### src/design/minv_pkg.sv
package minv_pkg;

  // element and store geometry
  localparam int ELEM_W   = 32;
  localparam int IDX_W    = 4;
  localparam int OP_W     = 100;   // minors and cofactors, sign-extended
  localparam int OP_DEPTH = 28;    // 12 minors, then 16 cofactors
  localparam int OP_AW    = 5;
  localparam int COF_BASE = 12;

  // multiplier and accumulator widths
  localparam int CHUNK_W  = 32;
  localparam int B_W      = 36;    // top chunk of a cofactor is 36 bits signed
  localparam int PROD_W   = ELEM_W + B_W;
  localparam int ACC_W    = 134;
  localparam int DMAG_W   = 133;

  // controller to datapath commands
  typedef struct packed {
    logic              mac_vld;
    logic [IDX_W-1:0]  a_addr;
    logic [IDX_W-1:0]  b_addr;
    logic              b_elem;
    logic [OP_AW-1:0]  op_addr;
    logic [1:0]        chunk;
    logic              chunk_top;
    logic              neg;
    logic              first;
    logic              wr;
    logic              is_det;
    logic [OP_AW-1:0]  dest;
    logic              prep_abs;
    logic              prep_rnd;
    logic              div_abs;
    logic              div_start;
    logic              res_load;
    logic [IDX_W-1:0]  res_idx;
    logic              res_last;
  } minv_cmd_t;

  // datapath status
  typedef struct packed {
    logic pipe_busy;
    logic div_fin;
    logic out_free;
    logic sing;
  } minv_sts_t;

  // index of a column pair among (01,02,03,12,13,23)
  function automatic logic [2:0] pair_index(input logic [1:0] a, input logic [1:0] b);
    logic [1:0] lo;
    logic [1:0] hi;
    lo = (a < b) ? a : b;
    hi = (a < b) ? b : a;
    unique case ({lo, hi})
      4'b0001: return 3'd0;
      4'b0010: return 3'd1;
      4'b0011: return 3'd2;
      4'b0110: return 3'd3;
      4'b0111: return 3'd4;
      4'b1011: return 3'd5;
      default: return 3'd0;
    endcase
  endfunction

  // columns {u, v} of a pair index
  function automatic logic [3:0] pair_cols(input logic [2:0] pp);
    unique case (pp)
      3'd0:    return 4'b0001;
      3'd1:    return 4'b0010;
      3'd2:    return 4'b0011;
      3'd3:    return 4'b0110;
      3'd4:    return 4'b0111;
      3'd5:    return 4'b1011;
      default: return 4'b0001;
    endcase
  endfunction

  // magnitude plus sign to saturated 32-bit two's complement
  function automatic logic [31:0] sat_mag(input logic big, input logic [31:0] mag,
                                          input logic neg);
    if (neg) begin
      if (big || (mag[31] && (|mag[30:0]))) return 32'h8000_0000;
      return 32'd0 - mag;
    end
    if (big || mag[31]) return 32'h7FFF_FFFF;
    return mag;
  endfunction

endpackage

### src/design/minv_ctrl.sv
module minv_ctrl import minv_pkg::*; (
  input  logic      clk,
  input  logic      rst_n,
  input  logic      in_valid,
  input  logic      in_compute,
  output logic      in_stall,
  input  minv_sts_t sts,
  output minv_cmd_t cmd
);

  typedef enum logic [11:0] {
    S_IDLE     = 12'h001,
    S_MINOR    = 12'h002,
    S_COF      = 12'h004,
    S_DET      = 12'h008,
    S_DRAIN    = 12'h010,
    S_PREP_ABS = 12'h020,
    S_PREP_RND = 12'h040,
    S_DRD      = 12'h080,
    S_DABS     = 12'h100,
    S_DSTART   = 12'h200,
    S_DWAIT    = 12'h400,
    S_DOUT     = 12'h800
  } state_t;

  state_t           state_r, state_nxt;
  state_t           phase_r, phase_nxt;
  logic [IDX_W-1:0] idx_r, idx_nxt;
  logic [1:0]       sub_r, sub_nxt;
  logic [1:0]       ch_r, ch_nxt;
  logic [IDX_W-1:0] kout_r, kout_nxt;

  // minor phase decode
  logic             mh;
  logic [3:0]       mpw;
  logic [2:0]       mpp;
  logic [3:0]       muv;
  // cofactor phase decode
  logic [1:0]       cr, cc, ccol;
  logic [2:0]       cpair;

  always_comb begin
    mh    = idx_r >= 4'd6;
    mpw   = idx_r - 4'd6;
    mpp   = mh ? mpw[2:0] : idx_r[2:0];
    muv   = pair_cols(mpp);
    cr    = idx_r[3:2];
    cc    = idx_r[1:0];
    ccol  = (sub_r < cc) ? sub_r : sub_r + 2'd1;
    cpair = 3'd5 - pair_index(cc, ccol);
  end

  always_comb begin
    cmd       = '0;
    state_nxt = state_r;
    phase_nxt = phase_r;
    idx_nxt   = idx_r;
    sub_nxt   = sub_r;
    ch_nxt    = ch_r;
    kout_nxt  = kout_r;
    unique case (state_r)
      S_IDLE: begin
        if (in_valid && in_compute) begin
          state_nxt = S_MINOR;
          idx_nxt   = '0;
          sub_nxt   = '0;
          ch_nxt    = '0;
        end
      end
      // 2x2 minors: two products each
      S_MINOR: begin
        cmd.mac_vld   = 1'b1;
        cmd.b_elem    = 1'b1;
        cmd.chunk_top = 1'b1;
        cmd.a_addr    = sub_r[0] ? {mh, 1'b0, muv[1:0]} : {mh, 1'b0, muv[3:2]};
        cmd.b_addr    = sub_r[0] ? {mh, 1'b1, muv[3:2]} : {mh, 1'b1, muv[1:0]};
        cmd.neg       = sub_r[0];
        cmd.first     = !sub_r[0];
        cmd.wr        = sub_r[0];
        cmd.dest      = {1'b0, idx_r};
        if (sub_r[0]) begin
          sub_nxt = '0;
          if (idx_r == 4'd11) begin
            idx_nxt   = '0;
            state_nxt = S_DRAIN;
            phase_nxt = S_COF;
          end else begin
            idx_nxt = idx_r + 4'd1;
          end
        end else begin
          sub_nxt = 2'd1;
        end
      end
      // cofactors: three element-times-minor terms, two chunks each
      S_COF: begin
        cmd.mac_vld   = 1'b1;
        cmd.a_addr    = {cr ^ 2'b01, ccol};
        cmd.op_addr   = {2'b00, cpair} + (cr[1] ? 5'd0 : 5'd6);
        cmd.chunk     = {1'b0, ch_r[0]};
        cmd.chunk_top = ch_r[0];
        cmd.neg       = cr[0] ^ cc[0] ^ sub_r[0];
        cmd.first     = (sub_r == 2'd0) && !ch_r[0];
        cmd.wr        = (sub_r == 2'd2) && ch_r[0];
        cmd.dest      = 5'(COF_BASE) + {1'b0, idx_r};
        if (ch_r[0]) begin
          ch_nxt = '0;
          if (sub_r == 2'd2) begin
            sub_nxt = '0;
            if (idx_r == 4'd15) begin
              idx_nxt   = '0;
              state_nxt = S_DRAIN;
              phase_nxt = S_DET;
            end else begin
              idx_nxt = idx_r + 4'd1;
            end
          end else begin
            sub_nxt = sub_r + 2'd1;
          end
        end else begin
          ch_nxt = 2'd1;
        end
      end
      // determinant: first row against its cofactors, three chunks each
      S_DET: begin
        cmd.mac_vld   = 1'b1;
        cmd.a_addr    = {2'b00, idx_r[1:0]};
        cmd.op_addr   = 5'(COF_BASE) + {3'b000, idx_r[1:0]};
        cmd.chunk     = ch_r;
        cmd.chunk_top = ch_r == 2'd2;
        cmd.first     = (idx_r[1:0] == 2'd0) && (ch_r == 2'd0);
        cmd.is_det    = (idx_r[1:0] == 2'd3) && (ch_r == 2'd2);
        if (ch_r == 2'd2) begin
          ch_nxt = '0;
          if (idx_r[1:0] == 2'd3) begin
            idx_nxt   = '0;
            state_nxt = S_DRAIN;
            phase_nxt = S_PREP_ABS;
          end else begin
            idx_nxt = idx_r + 4'd1;
          end
        end else begin
          ch_nxt = ch_r + 2'd1;
        end
      end
      S_DRAIN: begin
        if (!sts.pipe_busy) state_nxt = phase_r;
      end
      S_PREP_ABS: begin
        cmd.prep_abs = 1'b1;
        state_nxt    = S_PREP_RND;
      end
      S_PREP_RND: begin
        cmd.prep_rnd = 1'b1;
        kout_nxt     = '0;
        state_nxt    = sts.sing ? S_DOUT : S_DRD;
      end
      // transposed cofactor read for output (i,j)
      S_DRD: begin
        cmd.op_addr = 5'(COF_BASE) + {1'b0, kout_r[1:0], kout_r[3:2]};
        state_nxt   = S_DABS;
      end
      S_DABS: begin
        cmd.div_abs = 1'b1;
        state_nxt   = S_DSTART;
      end
      S_DSTART: begin
        cmd.div_start = 1'b1;
        state_nxt     = S_DWAIT;
      end
      S_DWAIT: begin
        if (sts.div_fin) state_nxt = S_DOUT;
      end
      S_DOUT: begin
        cmd.res_idx  = kout_r;
        cmd.res_last = kout_r == 4'd15;
        if (sts.out_free) begin
          cmd.res_load = 1'b1;
          if (kout_r == 4'd15) begin
            kout_nxt  = '0;
            state_nxt = S_IDLE;
          end else begin
            kout_nxt  = kout_r + 4'd1;
            state_nxt = sts.sing ? S_DOUT : S_DRD;
          end
        end
      end
      default: state_nxt = S_IDLE;
    endcase
  end

  always_ff @(posedge clk) begin
    if (!rst_n) begin
      state_r <= S_IDLE;
      phase_r <= S_IDLE;
      idx_r   <= '0;
      sub_r   <= '0;
      ch_r    <= '0;
      kout_r  <= '0;
    end else begin
      state_r <= state_nxt;
      phase_r <= phase_nxt;
      idx_r   <= idx_nxt;
      sub_r   <= sub_nxt;
      ch_r    <= ch_nxt;
      kout_r  <= kout_nxt;
    end
  end

  assign in_stall = state_r != S_IDLE;

endmodule

### config.mk
export PLATFORM = sky130hd
export DESIGN_NAME = minv_ctrl
export DESIGN_NICKNAME = d
export VERILOG_FILES = /design/src/design/minv_pkg.sv /design/src/design/minv_ctrl.sv
export SDC_FILE = /design/constraint.sdc
export NUM_CORES = 1
export LEC_CHECK = 0
export BUFFER_PORTS_ARGS = -buffer_cell sky130_fd_sc_hd__buf_4
export CORE_MARGIN = 3
export CORE_UTILIZATION = 62
export DETAILED_ROUTE_END_ITERATION = 10
export PLACE_DENSITY = 0.87
export SLEW_MARGIN = 10
export SYNTH_ARGS = -nofsm -noshare
export SYNTH_HDL_FRONTEND = slang
export SYNTH_SLANG_ARGS = --single-unit
### constraint.sdc
create_clock -name clk -period 8.6 [get_ports clk]
set_input_delay 0 -clock clk [delete_from_list [all_inputs] [get_ports clk]]
set_output_delay 0 -clock clk [all_outputs]
set_load 0.02 [all_outputs]
==> results of run 1 <==
==> Yosys cell counts (all sizes together), types with 4 or more instances <==
cell type and n:
nor3 13, nand2 37, inv 19, a31oi 4, dfxtp 28, or4 6
and2 9, nor2 37, nor2b 4, xor2 4, nor4b 6, a22oi 4
o31ai 5, clkbuf 14, nand4 4, a211oi 4, and3 5, nand3 9
ha 17, a21oi 27, buf 12, o22ai 4, xnor2 4, or3 4
o21ai 28, nor3b 4, nor4 6
==> kinds of logic (layout without fill, tap and decap cells) <==
logic type / after synthesis / count (layout)
buffers and inverters: 46 / 70
flip-flops: 28 / 28
AND/OR/NAND/NOR: 163 / 163
AO/OA/AOI/OAI: 101 / 101
adder cells (fa/ha/maj): 18 / 18
multiplexers: 4 / 4
XOR/XNOR: 8 / 8
==> metal layers <==
| metal | part of all wire | vias to the layer above |
|---|---|---|
| li1 | - | 1392 |
| met1 | 0.44 | 1343 |
| met2 | 0.46 | 143 |
| met3 | 0.071 | 19 |
| met4 | 0.023 | 0 |
| met5 | 0 | - |
==> cell type report <==
type                    count  area (sq um)
inverters                  20         75.07
well taps                  50         62.56
flip-flops and latches     28         560.5
fillers                   336          1045
clock inverters             1         30.03
repair buffers             46         347.8
multi-input cells         294          1953
clock buffers               3         41.29
==> stage by stage <==
step | setup WS (ns) | power [mW]
after floorplan | 5.155 | 0.2709
after global placement | 4.998 | 0.3043
after detailed placement | 4.859 | 0.3090
after CTS | 4.525 | 0.4174
after global routing | 4.211 | 0.4458
final | 4.462 | 0.4226
==> registers in the layout, summed over array words and instances (netlist names) <==
register / cells
sub_r: 2
phase_r: 4
kout_r: 4
ch_r: 2
idx_r: 4
state_r: 12
==> power groups by stage <==
| stage | combinational, mW | sequential [mW] | clock [mW] |
|---|---|---|---|
| after detailed placement | 0.155 | 0.154 | 0 |
| after global placement | 0.151 | 0.153 | 0 |
| after CTS | 0.157 | 0.151 | 0.110 |
| after floorplan | 0.129 | 0.142 | 0 |
| final | 0.160 | 0.151 | 0.111 |
| after global routing | 0.176 | 0.154 | 0.116 |
==> timing repair <==
item                                   4_1_cts  5_1_grt
resized for setup                            0        0
hold buffers                                 1        0
endpoints found under the hold margin        1        0
buffers inserted                             0        0
==> critical path: stages, from the launching register on <==
cell and delay [ns]:
dfxtp_1 0.57, inv_1 0.22, ha_1 0.37, nor2b_1 0.14
o31ai_1 0.69, inv_1 0.19, xnor2_1 0.18, o211a_1 0.23
a21oi_1 0.12, ha_1 0.24, inv_1 0.07, fa_1 0.41
a21oi_1 0.13, o21ai_0 0.11, buf_4 0.17
==> worst max path at each step <==
| stage | end | slack, ns | cells past startpoint |
|---|---|---|---|
| finish | cmd[24] | 4.46 | 14 |
| floorplan | cmd[24] | 5.15 | 14 |
| global placement | cmd[24] | 5.00 | 14 |
| CTS | cmd[24] | 4.52 | 14 |
| detailed placement | cmd[24] | 4.86 | 14 |
| global route | cmd[24] | 4.21 | 14 |
==> key figures, run 1 <==
Critical path
  • Max FO, Critical Path: 11
  • CP Data Required Time: 8.60 ns
  • Reg-to-Reg End: phase_r[5]
  • Worst setup startpoint: idx_r[1]
  • R2r startpoint: sub_r[0]
  • CP startpoint kind: flip-flop
  • Critical path class: flip-flop to output pin
  • R2r worst-path depth: 8
  • CP Data Arrival Time: 4.14 ns
  • Critical Path Sink Type: output pin
  • Reg2Reg Setup Slack: 5.96 ns

Logic synthesis
  • Sequential-to-total area share from yosys stat: 0.2050
  • Mux cell area share after synthesis: 0.01510
  • Largest family of logic cells by synthesized area: simple AND/OR/NAND/NOR gates
  • Post-Synth XOR/XNOR Area: 0.02563
  • Syn Nets: 394
  • Post-synth top area share: 0.2050
  • Top_reg_cell synth: dfxtp_1
  • Ys Warns: 0
  • Leading area contributor after synthesis: dfxtp_1
  • Count of cell types in the netlist: 70
  • Adder-cell share of the synthesized area: 0.08513
  • Fraction of registers with async set/reset: 0
  • Avg Cell Area, Syn: 7.429 sq um
  • Synthesized area: 2734 sq um
  • EDFF count, synth: 0
  • Syn Inst Count: 368
  • Area contributors post-synth: dfxtp_1, ha_1, a21oi_1
  • Number of synthesized register bits: 28
  • Post-Synth Simple-Gate Area: 0.3497
  • Post-synthesis compound-gate area fraction: 0.2389

Global route
  • First-pass GRT wire length: 12.54 mm
  • Grt ovf: 0
  • Met1 Use GR: 0.3990
  • Vias in the first global route: 2,658
  • Total track usage: 0.2923
  • Initial antenna violation count: 0
  • GR Util met3: 0.03047
  • Largest net degree at the start of global routing: 21
  • GR peak layer: met2
  • Global routing usage on met2: 0.4772

Power and ir drop
  • Leak: 1.272 nW
  • Share of power burned in combinational logic: 0.379
  • Internal: 0.2560 mW
  • Switch share: 0.3942
  • Psw: 0.1666 mW
  • Sequential power share: 0.358
  • Clock Power Share: 0.263
  • Worst vdd ir: 0.07829 mV
  • Pwr per Cell Area: 137.6 nW/um^2

Floorplanning
  • Core Rows: 23
  • Die height: 72.41 um
  • Core Region: 4115 sq um
  • IO Count: 46
  • Initial Util: 0.6643
  • Die Wd: 72.41 um
  • Die ar.: 5242 sq um

Routing
  • Detailed router's first-iteration violation count: 386
  • ANT nets after route: 0
  • Average vias per placed instance: 6.554
  • Total Wirelength: 7.515 mm
  • Routed WL per cell: 17.00 um
  • First-pass DRT Iterations: 5
  • # DRC: 0
  • Total number of vias: 2,897

STA
  • Final setup skew: 0.01003 ns
  • Relative slew margins: 0.3747
  • Final Hold Slack: 0.01797 ns
  • Final worst path period share: 0.4812
  • Worst Tran Pin Value: 0.9249 ns
  • Min Tclk post-route: 4.138 ns
  • Peak Freq: 0.2416 GHz
  • Hold Violations, Final: 0
  • Max-slew violations: 0
  • Final TNS setup: 0 ns
  • Setup violations, final: 0
  • RSZ-0062 raised after global routing: false

Clock network
  • Clock latency on the worst-skew pair: 0.29 ns
  • Reg clk slew, reported paths: 0.12 ns
  • Clk buf depth: 2
  • H-tree depth reported by CTS: 1
  • Total CTS buffers: 3
  • CTS tree: built
  • Sink Count: 28
  • CTS root buffer: clkbuf_8

Placed design
  • Cell Area, Placed: 2989 sq um
  • Cells after DPL: 437
  • Port Buffers: 45
  • Final GP Congestion: 0.9326
  • HPWL Detailed: 5.468 mm

Layout
  • P&R area growth vs syn: 12.31%
  • N_diodes: 0
  • Post-layout util: 0.7461
  • Fin area: 3070 sq um
  • Most frequent cells in the layout: buf_4, nor2_1, nand2_1
  • Post-layout nets: 419
  • Layout cells sized above 1: 0.1760
  • Final cell count without fillers: 442
  • Most common cell after layout, fill and taps aside: buf_4

Worst hold path
  • Hold path endpoint: state_r[10]
  • HP Class: input port to flip-flop
  • Hold_sp: sts[2]
  • Hold path cells: 3

Run status
  • Outcome: completed

Flow run
  • MaxCap Viol Count: 0
No activity file was read; power rests on OpenSTA's default activity.
==> inputs of run 2 (changes only) <==
Settings changed: CORE_UTILIZATION 62 to 52, PLACE_DENSITY 0.87 to 0.78.
Clock period 8.6 ns to 3.7 ns, I/O delays scaled along.
==> run 2 against run 1 <==
  * Die area grew 18%
  * Core utilization decreased by 11 points
  * Setup slack worse by 4.0 ns
  * Clock skew decreased by 0.0077 ns
  * Design area up 2.5%
  * Global-route usage shrank 4.3 points
  * Highest routed layer unchanged
==> key figures, run 2 (same netlist as run 1, synthesis figures left out) <==
Critical path
  • Worst setup startpoint: idx_r[1] (unchanged)
  • R2r worst-path depth: 8 (unchanged)
  • Worst setup path endpoint: cmd[24] (unchanged)
  • CP max-delay cell: fa_1 (was o31ai_1)
  • Reg-to-Reg End: state_r[7] (was phase_r[5])
  • Critical path class: flip-flop to output pin (unchanged)
  • Critical path's top delay family: adder cells (was compound AO/OA/AOI/OAI gates)
  • Slowest cell delay on critical path: 0.41 ns (was 0.69 ns)
  • CP startpoint kind: flip-flop (unchanged)
  • WP depth: 14 (unchanged)
  • Critical Path Sink Type: output pin (unchanged)
  • Critical path's most frequent cell: inv_1 (unchanged)
  • Max FO, Critical Path: 8 (was 11)
  • CP Data Required Time: 3.70 ns (was 8.60 ns)
  • Buf/Inv on CP: 4 (unchanged)
  • Reg2Reg Setup Slack: 1.18 ns (was 5.96 ns)
  • Crit-path cells: inv_1 -> ha_1 -> nor2b_1 -> o31ai_1 -> inv_1 -> xnor2_1 -> o211a_1 -> a21oi_1 -> ha_1 -> inv_1 -> fa_1 -> a21oi_1 -> o21ai_0 -> buf_4 (unchanged)
  • CP Data Arrival Time: 3.27 ns (was 4.14 ns)
  • R2r startpoint: idx_r[0] (was sub_r[0])

Routing
  • First-pass DRT Iterations: 5 (unchanged)
  • Routed WL per cell: 16.45 um (was 17.00 um)
  • Average vias per placed instance: 6.223 (was 6.554)
  • Total Wirelength: 7.667 mm (was 7.515 mm)
  • # DRC: 0 (unchanged)
  • ANT nets after route: 0 (unchanged)
  • Total number of vias: 2,900 (was 2,897)
  • Detailed router's first-iteration violation count: 290 (was 386)

Global route
  • First-pass GRT wire length: 12.68 mm (was 12.54 mm)
  • Grt ovf: 0 (unchanged)
  • Initial antenna violation count: 0 (unchanged)
  • Vias in the first global route: 2,607 (was 2,658)
  • Total track usage: 0.2496 (was 0.2923)
  • Largest net degree at the start of global routing: 21 (unchanged)

Floorplanning
  • Die Wd: 78.51 um (was 72.41 um)
  • IO Count: 46 (unchanged)
  • Initial Util: 0.5567 (was 0.6643)
  • Core Rows: 25 (was 23)
  • Die height: 78.51 um (was 72.41 um)
  • Die ar.: 6164 sq um (was 5242 sq um)
  • Core Region: 4911 sq um (was 4115 sq um)

Layout
  • Number of flip-flops in the largest register: 12 (unchanged)
  • Final cell count without fillers: 466 (was 442)
  • Most frequent cells in the layout: buf_4, nor2_1, nand2_1 (unchanged)
  • Most common cell after layout, fill and taps aside: buf_4 (unchanged)
  • N_diodes: 0 (unchanged)
  • P&R area growth vs syn: 15.10% (was 12.31%)
  • Post-layout nets: 426 (was 419)
  • Layout cells sized above 1: 0.1880 (was 0.1760)
  • Reg with most FFs: state_r (unchanged)

Worst hold path
  • HP Class: input port to flip-flop (unchanged)

STA
  • Final worst path period share: 0.8826
  • RSZ-0062 raised after global routing: false (unchanged)
  • Relative slew margins: 0.4599 (was 0.3747)
  • Final Hold Slack: 0.02964 ns (was 0.01797 ns)
  • Setup violations, final: 0 (unchanged)
  • Min Tclk post-route: 3.266 ns
  • Hold Violations, Final: 0 (unchanged)
  • Max-slew violations: 0 (unchanged)
  • Worst Tran Pin Value: 0.8072 ns (was 0.9249 ns)
  • Final TNS setup: 0 ns (unchanged)
  • Peak Freq: 0.3062 GHz
  • Final setup skew: 0.002332 ns (was 0.01003 ns)

Clock network
  • Clock latency on the worst-skew pair: 0.29 ns (about the same)
  • Sink Count: 28 (unchanged)
  • CTS root buffer: clkbuf_8 (unchanged)
  • Post-CTS Setup Bufs: 0 (unchanged)
  • Clk buf depth: 2 (unchanged)
  • Reg clk slew, reported paths: 0.11 ns (was 0.12 ns)
  • Total CTS buffers: 3 (unchanged)
  • H-tree depth reported by CTS: 1 (unchanged)
  • Cts hold-fix bufs: 2 (was 1)
  • Post-cts gate resize count: 0 (unchanged)
  • CTS tree: built (unchanged)

Placed design
  • Port Buffers: 45 (unchanged)
  • Cells after DPL: 460 (was 437)
  • Final GP Congestion: 0.8316 (was 0.9326)
  • HPWL Detailed: 5.769 mm (was 5.468 mm)

Run status
  • Outcome: completed (unchanged)

Power and ir drop
  • Leak: 1.307 nW (was 1.272 nW)
  • Worst vdd ir: 0.2012 mV (was 0.07829 mV)
  • Pwr per Cell Area: 319.5 nW/um^2 (was 137.6 nW/um^2)

Flow run
  • MaxCap Viol Count: 0 (unchanged)
-- run 2: area by class of cell --
cell class | count | area [sq um]
clock buffers | 3 | 41.29
clock inverters | 1 | 30.03
fillers | 457 | 1764
repair buffers | 53 | 402.9
multi-input cells | 294 | 1953
inverters | 20 | 75.07
well taps | 67 | 83.83
flip-flops and latches | 28 | 560.5
-- run 2: worst reg2reg max path, cell delays in order (launching register included) --
cell and delay [ns]:
dfxtp_1 0.51, buf_4 0.24, ha_1 0.20, a21oi_1 0.07, a21o_1 0.23, a22o_1 0.29, o21ai_0 0.39, nand2_1 0.19
nor4_1 0.30
-- run 2: where the power goes --
group / total, mW / internal, mW / switching [mW]
registers: 0.340 / 0.313 / 0.0269
clock network: 0.255 / 0.145 / 0.110
logic: 0.410 / 0.157 / 0.253
-- run 2: how the worst min path moves through the flow --
stage	start	endpoint	depth (start not counted)
after detailed placement	sts[0]	state_r[7]	2
final	sts[2]	state_r[10]	3
after CTS	sts[2]	state_r[10]	3
after global placement	sts[0]	state_r[7]	2
after floorplan	sts[0]	state_r[7]	1
after global routing	rst_n	state_r[11]	2
-- run 2: metrics by stage --
| stage | power (mW) | util | setup slack [ns] | instance area (sq um) |
|---|---|---|---|---|
| detailed placement | 0.7431 | 0.6222 | 0.7846 | 3055 |
| floorplan | 0.6297 | - | 0.2547 | 2734 |
| finish | 1.005 | 0.6408 | 0.4343 | 3147 |
| CTS | 0.9973 | 0.6408 | 0.4423 | 3147 |
| global route | 1.059 | 0.6408 | 0.1852 | 3147 |
| global placement | 0.7341 | 0.6222 | 0.8517 | 3055 |
-- run 2: metal layers --
metal  part of all wire  GRT usage
met1               0.44     0.3382
met2               0.49     0.4278
met3              0.066    0.03899
met4             0.0038    0.02972
met5                  0          0
